==> src/rtl/ready_queue_ordered_insert_macros.svh <==
// Assertion macros for the ready queue blocks.
// Needs clk and arst_n in the scope of use.
`ifndef READY_QUEUE_ORDERED_INSERT_MACROS_SVH
`define READY_QUEUE_ORDERED_INSERT_MACROS_SVH

// Same-cycle implication, disabled while in reset.
`define RQOI_ASSERT_NOW(lbl, ante, cons, msg) \
	lbl: assert property (@(posedge clk) disable iff (!arst_n) (ante) |-> (cons)) \
		else $error(msg);

// Next-cycle implication, disabled while in reset.
`define RQOI_ASSERT_NEXT(lbl, ante, cons, msg) \
	lbl: assert property (@(posedge clk) disable iff (!arst_n) (ante) |=> (cons)) \
		else $error(msg);

`endif

==> src/rtl/rqoi_pkg.sv <==
// Shared types, codes and sizes for the ordered ready queue.
// No dependencies.
package rqoi_pkg;

	localparam int QUEUE_DEPTH = 16;
	localparam int IDX_W = (QUEUE_DEPTH > 1) ? $clog2(QUEUE_DEPTH) : 1;
	localparam int CNT_W = $clog2(QUEUE_DEPTH + 1);
	localparam int OCC_W = 5;

	localparam logic       OP_INSERT = 1'b0;
	localparam logic       OP_POP    = 1'b1;

	localparam logic [1:0] ORD_ARRIVAL = 2'd0;
	localparam logic [1:0] ORD_SJF     = 2'd1;
	localparam logic [1:0] ORD_PRIO    = 2'd2;

	localparam logic [1:0] ST_OK    = 2'd0;
	localparam logic [1:0] ST_FULL  = 2'd1;
	localparam logic [1:0] ST_EMPTY = 2'd2;

	typedef struct packed {
		logic        mode;
		logic [7:0]  process_id;
		logic [15:0] remaining_work;
		logic [7:0]  priority_req;
	} in_item_t;

	typedef struct packed {
		logic [1:0]       status;
		logic             head_valid;
		logic [7:0]       head_id;
		logic [15:0]      head_work;
		logic [7:0]       head_priority;
		logic [OCC_W-1:0] occupancy;
	} out_item_t;

	typedef struct packed {
		logic [7:0]  id;
		logic [15:0] work;
		logic [7:0]  prio;
	} entry_t;

	typedef struct packed {
		logic [IDX_W-1:0] rd_addr;
		logic             wr_en;
		logic [IDX_W-1:0] wr_addr;
		entry_t           wr_data;
	} mem_req_t;

	function automatic logic [15:0] key_of(entry_t e, logic [1:0] md);
		key_of = (md == ORD_SJF) ? e.work : {8'd0, e.prio};
	endfunction

endpackage

==> src/rtl/rqoi_mem.sv <==
// Entry storage: one write port, one read port with registered data.
// Depends on rqoi_pkg.
module rqoi_mem (
	input  logic              clk,
	input  rqoi_pkg::mem_req_t req,
	output rqoi_pkg::entry_t   rdata
);
	import rqoi_pkg::*;

	entry_t mem_q [QUEUE_DEPTH];
	entry_t rdata_q;

	always_ff @(posedge clk) begin
		if (req.wr_en) begin
			mem_q[req.wr_addr] <= req.wr_data;
		end
		rdata_q <= mem_q[req.rd_addr];
	end

	assign rdata = rdata_q;

endmodule

==> src/rtl/rqoi_ctrl.sv <==
// Sequencer for insert scan, entry shifting and pop, with the key comparator.
// Depends on rqoi_pkg; drives rqoi_mem.
module rqoi_ctrl (
	input  logic                clk,
	input  logic                arst_n,
	input  logic [1:0]          order_mode,
	input  logic                in_valid,
	output logic                in_ready,
	input  rqoi_pkg::in_item_t  in_item,
	output logic                fin_valid,
	input  logic                fin_take,
	output rqoi_pkg::out_item_t fin_item,
	output rqoi_pkg::mem_req_t  mem_req,
	input  rqoi_pkg::entry_t    mem_rdata
);
	import rqoi_pkg::*;

	typedef enum logic [3:0] {
		S_IDLE, S_SCAN, S_SH_RD, S_SH_WR, S_INS_WR,
		S_POP_HEAD, S_POP_RD, S_POP_WR, S_FIN
	} state_t;

	state_t           state_q;
	logic [CNT_W-1:0] cnt_q;
	logic [IDX_W-1:0] idx_q;
	logic [IDX_W-1:0] pos_q;
	logic [IDX_W-1:0] j_q;
	entry_t           word_q;
	out_item_t        res_q;
	logic             cmp_gt;
	logic [1:0]       idle_status;

	assign in_ready  = (state_q == S_IDLE);
	assign fin_valid = (state_q == S_FIN);
	assign fin_item  = res_q;
	assign cmp_gt    = key_of(mem_rdata, order_mode) > key_of(word_q, order_mode);

	// status known at accept: drop on full insert, flag empty pop
	always_comb begin
		idle_status = ST_OK;
		if (in_item.mode == OP_INSERT && cnt_q == CNT_W'(QUEUE_DEPTH)) begin
			idle_status = ST_FULL;
		end else if (in_item.mode == OP_POP && cnt_q == '0) begin
			idle_status = ST_EMPTY;
		end
	end

	always_comb begin
		mem_req.rd_addr = '0;
		mem_req.wr_en   = 1'b0;
		mem_req.wr_addr = j_q;
		mem_req.wr_data = mem_rdata;
		case (state_q)
			S_SCAN:   mem_req.rd_addr = idx_q + IDX_W'(1);
			S_SH_RD:  mem_req.rd_addr = j_q - IDX_W'(1);
			S_POP_RD: mem_req.rd_addr = j_q + IDX_W'(1);
			S_SH_WR, S_POP_WR: mem_req.wr_en = 1'b1;
			S_INS_WR: begin
				mem_req.wr_en   = 1'b1;
				mem_req.wr_addr = pos_q;
				mem_req.wr_data = word_q;
			end
			default: mem_req.rd_addr = '0;
		endcase
	end

	always_ff @(posedge clk or negedge arst_n) begin
		if (!arst_n) begin
			state_q <= S_IDLE;
			cnt_q   <= '0;
			idx_q   <= '0;
			pos_q   <= '0;
			j_q     <= '0;
			word_q  <= '0;
			res_q   <= '0;
		end else begin
			case (state_q)
				S_IDLE: begin
					if (in_valid) begin
						word_q <= {in_item.process_id, in_item.remaining_work,
							in_item.priority_req};
						idx_q  <= '0;
						j_q    <= '0;
						res_q  <= '{status: idle_status, head_valid: 1'b0, head_id: '0,
							head_work: '0, head_priority: '0, occupancy: OCC_W'(cnt_q)};
						if (in_item.mode == OP_INSERT) begin
							if (cnt_q == CNT_W'(QUEUE_DEPTH)) begin
								state_q <= S_FIN;
							end else if ((order_mode == ORD_SJF || order_mode == ORD_PRIO)
								&& cnt_q != '0) begin
								state_q <= S_SCAN;
							end else begin
								pos_q   <= IDX_W'(cnt_q);
								state_q <= S_INS_WR;
							end
						end else begin
							if (cnt_q == '0) begin
								state_q <= S_FIN;
							end else begin
								state_q <= S_POP_HEAD;
							end
						end
					end
				end
				S_SCAN: begin
					// stop at the first entry with a strictly larger key
					if (cmp_gt) begin
						pos_q   <= idx_q;
						j_q     <= IDX_W'(cnt_q);
						state_q <= S_SH_RD;
					end else if (CNT_W'(idx_q) + CNT_W'(1) == cnt_q) begin
						pos_q   <= IDX_W'(cnt_q);
						state_q <= S_INS_WR;
					end else begin
						idx_q <= idx_q + IDX_W'(1);
					end
				end
				S_SH_RD: state_q <= S_SH_WR;
				S_SH_WR: begin
					// move tail entries up one slot, from the top down
					j_q <= j_q - IDX_W'(1);
					if (j_q - IDX_W'(1) == pos_q) begin
						state_q <= S_INS_WR;
					end else begin
						state_q <= S_SH_RD;
					end
				end
				S_INS_WR: begin
					cnt_q           <= cnt_q + CNT_W'(1);
					res_q.occupancy <= OCC_W'(cnt_q + CNT_W'(1));
					state_q         <= S_FIN;
				end
				S_POP_HEAD: begin
					res_q.head_valid    <= 1'b1;
					res_q.head_id       <= mem_rdata.id;
					res_q.head_work     <= mem_rdata.work;
					res_q.head_priority <= mem_rdata.prio;
					if (cnt_q == CNT_W'(1)) begin
						cnt_q           <= '0;
						res_q.occupancy <= '0;
						state_q         <= S_FIN;
					end else begin
						state_q <= S_POP_RD;
					end
				end
				S_POP_RD: state_q <= S_POP_WR;
				S_POP_WR: begin
					// advance the remaining entries toward the head
					j_q <= j_q + IDX_W'(1);
					if (CNT_W'(j_q) + CNT_W'(2) == cnt_q) begin
						cnt_q           <= cnt_q - CNT_W'(1);
						res_q.occupancy <= OCC_W'(cnt_q - CNT_W'(1));
						state_q         <= S_FIN;
					end else begin
						state_q <= S_POP_RD;
					end
				end
				S_FIN: begin
					if (fin_take) begin
						state_q <= S_IDLE;
					end
				end
				default: state_q <= S_IDLE;
			endcase
		end
	end

endmodule

==> src/rtl/ready_queue_ordered_insert.sv <==
// Top level of the ordered ready queue: order mode register, output register.
// Depends on rqoi_pkg, rqoi_mem, rqoi_ctrl and the assertion macro header.
//
// Ready queue of up to QUEUE_DEPTH process entries kept in order in a memory
// with one read and one write port, head at slot 0. An item inserts (placed per
// order_mode: arrival order appends, shortest work or priority mode goes in
// front of the first entry with a strictly larger key) or pops the head. Each
// item gives one result item. Items are handled one at a time; in_ready drops
// while one is in work. The one memory read port and the one key comparator
// walk the entries. The next item may be accepted while a result waits in the
// output register.
`include "ready_queue_ordered_insert_macros.svh"

module ready_queue_ordered_insert (
	input  logic                clk,
	input  logic                arst_n,
	input  logic                cfg_we,
	input  logic [1:0]          cfg_wdata,
	input  logic                in_valid,
	output logic                in_ready,
	input  rqoi_pkg::in_item_t  in_item,
	output logic                out_valid,
	input  logic                out_ready,
	output rqoi_pkg::out_item_t out_item
);
	import rqoi_pkg::*;

	logic       [1:0] order_mode_q;
	logic             out_valid_q;
	out_item_t        out_item_q;
	logic             fin_valid;
	logic             fin_take;
	out_item_t        fin_item;
	mem_req_t         mem_req;
	entry_t           mem_rdata;

	rqoi_mem u_mem (
		.clk   (clk),
		.req   (mem_req),
		.rdata (mem_rdata)
	);

	rqoi_ctrl u_ctrl (
		.clk        (clk),
		.arst_n     (arst_n),
		.order_mode (order_mode_q),
		.in_valid   (in_valid),
		.in_ready   (in_ready),
		.in_item    (in_item),
		.fin_valid  (fin_valid),
		.fin_take   (fin_take),
		.fin_item   (fin_item),
		.mem_req    (mem_req),
		.mem_rdata  (mem_rdata)
	);

	assign fin_take = !out_valid_q || out_ready;

	always_ff @(posedge clk or negedge arst_n) begin
		if (!arst_n) begin
			order_mode_q <= ORD_ARRIVAL;
			out_valid_q  <= 1'b0;
			out_item_q   <= '0;
		end else begin
			if (cfg_we) begin
				order_mode_q <= cfg_wdata;
			end
			if (fin_valid && fin_take) begin
				out_valid_q <= 1'b1;
				out_item_q  <= fin_item;
			end else if (out_ready) begin
				out_valid_q <= 1'b0;
			end
		end
	end

	assign out_valid = out_valid_q;
	assign out_item  = out_item_q;

	`RQOI_ASSERT_NEXT(a_busy_after_accept, in_valid && in_ready, !in_ready, "ready held after accept")
	`RQOI_ASSERT_NOW(a_head_only_ok, out_valid && out_item.head_valid, out_item.status == ST_OK, "head returned with error status")
	`RQOI_ASSERT_NOW(a_empty_no_head, out_valid && out_item.status == ST_EMPTY, !out_item.head_valid && out_item.occupancy == '0, "empty pop returned a head")

endmodule

==> config.mk <==
export PLATFORM = sky130hd
export DESIGN_NAME = ready_queue_ordered_insert
export DESIGN_NICKNAME = d
export VERILOG_FILES = /design/src/rtl/rqoi_pkg.sv /design/src/rtl/rqoi_mem.sv /design/src/rtl/rqoi_ctrl.sv /design/src/rtl/ready_queue_ordered_insert.sv
export VERILOG_INCLUDE_DIRS = /design/src /design/src/rtl
export SDC_FILE = /design/constraint.sdc
export NUM_CORES = 1
export LEC_CHECK = 0
export BUFFER_PORTS_ARGS = -buffer_cell sky130_fd_sc_hd__buf_2
export CAP_MARGIN = 20
export CORE_MARGIN = 2
export CORE_UTILIZATION = 40
export CTS_CLUSTER_SIZE = 10
export DETAILED_ROUTE_END_ITERATION = 16
export PLACE_DENSITY = 0.57
export SLEW_MARGIN = 15
export SYNTH_ARGS = -nofsm -noshare
export SYNTH_HDL_FRONTEND = slang
export SYNTH_SLANG_ARGS = --single-unit
==> constraint.sdc <==
create_clock -name clk -period 8.9 [get_ports clk]
set_input_delay 1.78 -clock clk [delete_from_list [all_inputs] [get_ports clk]]
set_output_delay 1.78 -clock clk [all_outputs]
set_load 0.01 [all_outputs]
Yosys cells after proc, flatten, opt, wreduce, memory -nomap -nowiden
Memory sizes are Yosys's and may differ from the RTL's. A register that Yosys moved wholly into a read port is not among the register bits.
Index checks and enable logic that the tools add are counted.

word-level totals
  flip-flop bits (word level) = 136
  memory bits (writable) = 512
  bits of input ports = 40
  output and inout bits = 42
  word-level logic and storage cells = 125
  memories kept = 1

operators by class
  add/subtract/negate cells = 7
  magnitude comparators = 1
  equal/unequal tests = 26
  multiplexer cells = 42
  bitwise gates (word level) = 1
  reduce and logical (&&, ||, !) cells = 25

memory list
  name         words  bits a word  read ports  clocked after memory_dff  write ports  RTL line        text
  u_mem.mem_q  16     32           1           1                         1            rqoi_mem.sv:10  entry_t mem_q [QUEUE_DEPTH];

operators with widths
  kind                                                  number
  2-to-1 mux 4 bit                                      19
  case mux 33 bit (2 select lines)                      1
  2-to-1 mux 38 bit                                     1
  2-to-1 mux 36 bit                                     1
  case mux 4 bit (9 select lines)                       1
  2-to-1 mux 16 bit                                     2
  case mux 5 bit (4 select lines)                       1
  equality test 4 x 3 -> 1 bit (second input constant)  4
  > comparator 16 bit                                   1
  case mux 4 bit (2 select lines)                       2
  case mux 4 bit (4 select lines)                       1
  case mux 5 bit (3 select lines)                       1
  != test 2 bit (second input constant)                 6
  case mux 4 bit (3 select lines)                       1
  equality test 5 bit                                   2
  2-to-1 mux 5 bit                                      2
  AND reduction 3 bit                                   3
  adder 4 x 1 -> 4 bit (second input constant)          2
  equality test 4 x 2 -> 1 bit (second input constant)  2
  != test 2 x 1 -> 1 bit (second input constant)        4
  AND reduction 4 bit                                   2
  nonzero test 4 bit                                    2
  2-to-1 mux 3 bit                                      2
  AND reduction 6 bit                                   1
  other kinds (26)                                      38

Logic depth before layout (Yosys ltp)
  word-level depth = 8
  gate-level depth with buffers = 13
  mapped depth without buffers = 11

Hierarchy
Synthesis repeated with hierarchy kept, for this count alone.

second synthesis, totals
  cells, all modules = 1610
  area total of the unflattened synthesis = 27411.3 sq um

modules (own cells, without submodules)
  module                      instances  cells each  area each (sq um)  seq. area each (sq um)
  rqoi_mem                    1          838         19835.3            16015.4
  rqoi_ctrl                   1          680         5800.6             2327.2
  ready_queue_ordered_insert  1          92          1775.5             1076.0

Least setup slack after synthesis
No wires, ideal clock.

  kind = flip-flop to flip-flop
  from = reg u_ctrl.state_q[3]
  to = mem u_mem.mem_q[14][0] (netlist name) (enable)
  arrival = 3103 ps
  required time = 8479 ps
  setup slack = 5376 ps
  stages on the path, launching flop included = 8
  path through = dfrtp_1 > clkbuf_1 > clkbuf_1 > nand2b_1 > nor3_1 > clkbuf_1 > a31oi_1 > nor2_1

between the ends
  word-level cells in the longest chain between the ends = 5
  elaborated cells between the ends (all ways) = 8
  classes of those cells = eq/ne: 3; mux: 4; reduce/logical: 1

RTL lines
  element                                                                              RTL line         text
  start: declaration                                                                   rqoi_ctrl.sv:23  state_t state_q;
  start signal: assignment                                                             rqoi_ctrl.sv:69  state_q <= S_IDLE;
  start signal: assignment                                                             rqoi_ctrl.sv:88  state_q <= S_FIN;
  start signal: assignment                                                             rqoi_ctrl.sv:91  state_q <= S_SCAN;
  equality test 4 x 2 -> 1 bit / equality test 4 x 3 -> 1 bit (equally long branches)  rqoi_ctrl.sv:53  case (state_q)
  OR reduction 3 bit (no line)                                                         -
  2-to-1 mux 1 bit                                                                     rqoi_ctrl.sv:53
  2-to-1 mux 1 bit                                                                     rqoi_mem.sv:14   if (req.wr_en) begin
  2-to-1 mux 1 bit (not written as such)                                               rqoi_mem.sv:15   mem_q[req.wr_addr] <= req.wr_data;
  end: declaration                                                                     rqoi_mem.sv:10

Parallel ways exist; a longest one is shown, timed or not.

Final worst setup path
  from = reg u_ctrl.state_q[0]
  to = reg, netlist name u_mem.rdata[5]

between the ends
  word-level cells in the longest chain between the ends = 2
  elaborated cells between the ends (all ways) = 4
  classes of those cells = eq/ne: 3; mux: 1

RTL lines
  element                                               RTL line
  equality test 4 x 3 -> 1 bit (tied with other cells)  rqoi_ctrl.sv:53
  case mux 4 bit (3 select lines) *                     rqoi_ctrl.sv:53

Mark *: on every way between the ends. The rest lies on a longest branch, timed or not.
A chain may end at the register's enable or synchronous reset.

==> results_dict.tcl <==
set metrics [dict create \
    syn_avg_cell_area_um2 14.3 \
    ys_warn_count 0 \
    drcViolationCount 0 \
    crit_fanout 97 \
    grt_overflow 0 \
    syn_to_final_growth_pct 13.5 \
    maxCapViolCount 0 \
    cts_max_level 3 \
    peakVddDrop_v 0.000324 \
    cts_buffer_depth 3 \
    rsz0062_at_grt "false" \
    status "finished clean" \
    grt_use_total_pct 19.4 \
    synth.area.top_cells "edfxtp_1 (55%), dfrtp_1 (12%), mux2_2 (5.9%), nand2_1 (5.8%), mux2i_1 (3.9%)" \
    port_buffers 81 \
    avgViaCountPerCell 5.41 \
    clkTransAtPathRegs_ps 60 \
    synth_common_cells "edfxtp_1 (512), nand2_1 (434), mux2_2 (148), dfrtp_1 (136), mux2i_1 (111)" \
    firstDrtPassIters 5 \
    postSynth.asyncResetShare_pct 20.0 \
    cp-start-kind "flip-flop" \
    slew_headroom_pct 34.3 \
    grt_max_degree 149 \
    drive_above_1_share_pct 19.6 \
    ioPinCount 82 \
    antennaDiodeCount 0 \
    cp-end-kind "flip-flop" \
    cts_made_buffers 78 \
    path_cells "nand2b_1 -> o32a_2 -> buf_12 -> nor2_4 -> buf_4 -> mux2_2 -> o211ai_1 -> nand4_1" \
    slowest_delay_ps 810 \
    ys_types 58 \
    clkLatencyLatePin_ps 610 \
    die_area_mm2 0.0725 \
    synth-seq-cells 680 \
    place_congestion 0.853 \
    place_area_mm2 0.0296 \
    antenna_left 0 \
    initial_core_util_pct 40.3 \
    post_cts_buffers 0 \
    hold_viol 0 \
    required_ps 9380 \
    syn_nets 2035 \
    crit_arrival_ps 4700 \
    drtIter0Drc 1378 \
    final.period_utilization_pct 47.4 \
    dp.cells 2906 \
    ctsResizeCount 0 \
    rr_startpoint "u_ctrl.state_q[0]$_DFFE_PN0P_" \
    fp-row-count 97 \
    num-nets-final 2115 \
    cpLargestDelayFamily "buffers and inverters" \
    critPathBufInv 2 \
    critical_path_class "flip-flop to flip-flop" \
    clock-sinks 680 \
    p_total_mw 11.9 \
    cts_tree "yes" \
    period_needed_ps 4220 \
    cts_root_buf "clkbuf_16" \
    crit_path_start "u_ctrl.state_q[0]$_DFFE_PN0P_" \
    instances_no_fill 3047 \
    fin_skew_ps 21.5 \
    hpwl_mm 37.9 \
    crit_slowest_cell "buf_4" \
    ys.flop_type "edfxtp_1" \
    setup_tns_ps 0 \
    synth_edf_count 512 \
    coreArea_mm2 0.0698 \
    antenna_found_initial 1 \
    grt_pass1_vias 16802 \
    hp-class "flip-flop to flip-flop" \
    vias 16484 \
    yosysTopAreaCellShare_pct 54.6 \
    fin_area_mm2 0.0319 \
    setup_viol 0 \
    hold-worst-slack_ps 476 \
    worstMarginPinSlew_ps 981 \
    power_leakage_nw 11.7 \
    dpl_worst_slack_ps 4770 \
    die_y_um 269 \
    fin_util_pct 45.8 \
    p_per_area_mw_per_mm2 373 \
    synth_area_mm2 0.0281 \
    finalMaxSlewViolations 0 \
    die_w_um 269 \
    ys_seq_area_share_pct 69.0 \
    grt_pass1_wl_mm 106 \
    max_freq_mhz 237 \
    min_from "u_ctrl.fin_item[37]$_DFFE_PN0P_" \
    setup_ws_ps 4680 \
    synth_top_cell_by_area "edfxtp_1" \
    synthesis.instances 1967 \
    routed_wire_length_per_instance_um 23.1 \
    hold_buffers 0 \
    wl_mm 70.5 \
    yosysMostFrequentCell "edfxtp_1" \
]
==> area by class of cell <==
type	instances	area (µm²)
Clock buffer	136	2240
Fill cell	6154	37900
Inverter	13	48.8
Sequential cell	680	19400
Timing Repair Buffer	115	704
Tap cell	940	1180
Clock inverter	4	67.6
Multi-Input combinational cell	1159	8270
==> cell usage in the layout (no fill, tap or decap), types with 26 or more instances in the layout <==
cell,instances
nand4_1,37
clkbuf_1,54
nand2_1,433
mux2_2,148
buf_2,80
dfrtp_1,136
buf_4,31
ha_1,28
mux2i_1,111
dfxtp_1,32
o211ai_1,99
clkbuf_16,81
edfxtp_1,512
mux4_2,32
nor2_1,26
o21ai_0,61
==> sequential cells by signal, indices dropped and copies added, names as in the netlist <==
register         count
u_ctrl.cnt_q         5
u_ctrl.word_q       32
u_ctrl.fin_item     40
out_valid            1
out_item            40
u_ctrl.j_q           4
order_mode_q         2
u_ctrl.pos_q         4
u_ctrl.idx_q         4
u_mem.rdata         32
u_mem.mem_q        512
u_ctrl.state_q       4
==> path summary, 6_finish.rpt <==
check / to / slack [ps] / cells past startpoint
min in group asynchronous: out_item[33]$_DFFE_PN0P_ / 1190 / 1
max: u_mem.rdata[5]$_DFF_P_ / 4680 / 8
max reg2reg: u_mem.rdata[5]$_DFF_P_ / 4680 / 8
min: u_ctrl.fin_item[37]$_DFFE_PN0P_ / 480 / 1
min reg2reg: u_ctrl.fin_item[37]$_DFFE_PN0P_ / 480 / 1
max in group asynchronous: out_item[14]$_DFFE_PN0P_ / 6300 / 2
==> power breakdown <==
part	total [mW]	internal [mW]	leakage [nW]	switching (mW)
registers	4.94	4.48	6.66	0.461
logic	4.04	1.46	3.91	2.58
clock network	2.94	1.73	1.10	1.21
==> per-layer routing <==
metal | share of wire (%) | global-route usage, % | vias to the layer above | wire (µm)
li1 | - | - | 7468 | -
met1 | 45 | 26.2 | 8481 | 31400
met2 | 48 | 32.0 | 439 | 33900
met3 | 5.3 | 3.37 | 96 | 3730
met4 | 2.0 | 5.90 | 0 | 1410
met5 | 0 | 0 | - | 0
==> cell families after synthesis <==
logic type / Yosys count / share of synthesized area, %
muxes: 291 / 12.4
xor gates and xnor gates: 22 / 0.712
buffers and inverters: 128 / 2.31
DFF: 680 / 69.0
adders and majority gates: 28 / 1.25
and+or+nand+nor: 579 / 8.59
AOI/OAI and AO/OA: 239 / 5.69
No activity file was read; power rests on OpenSTA's default activity.
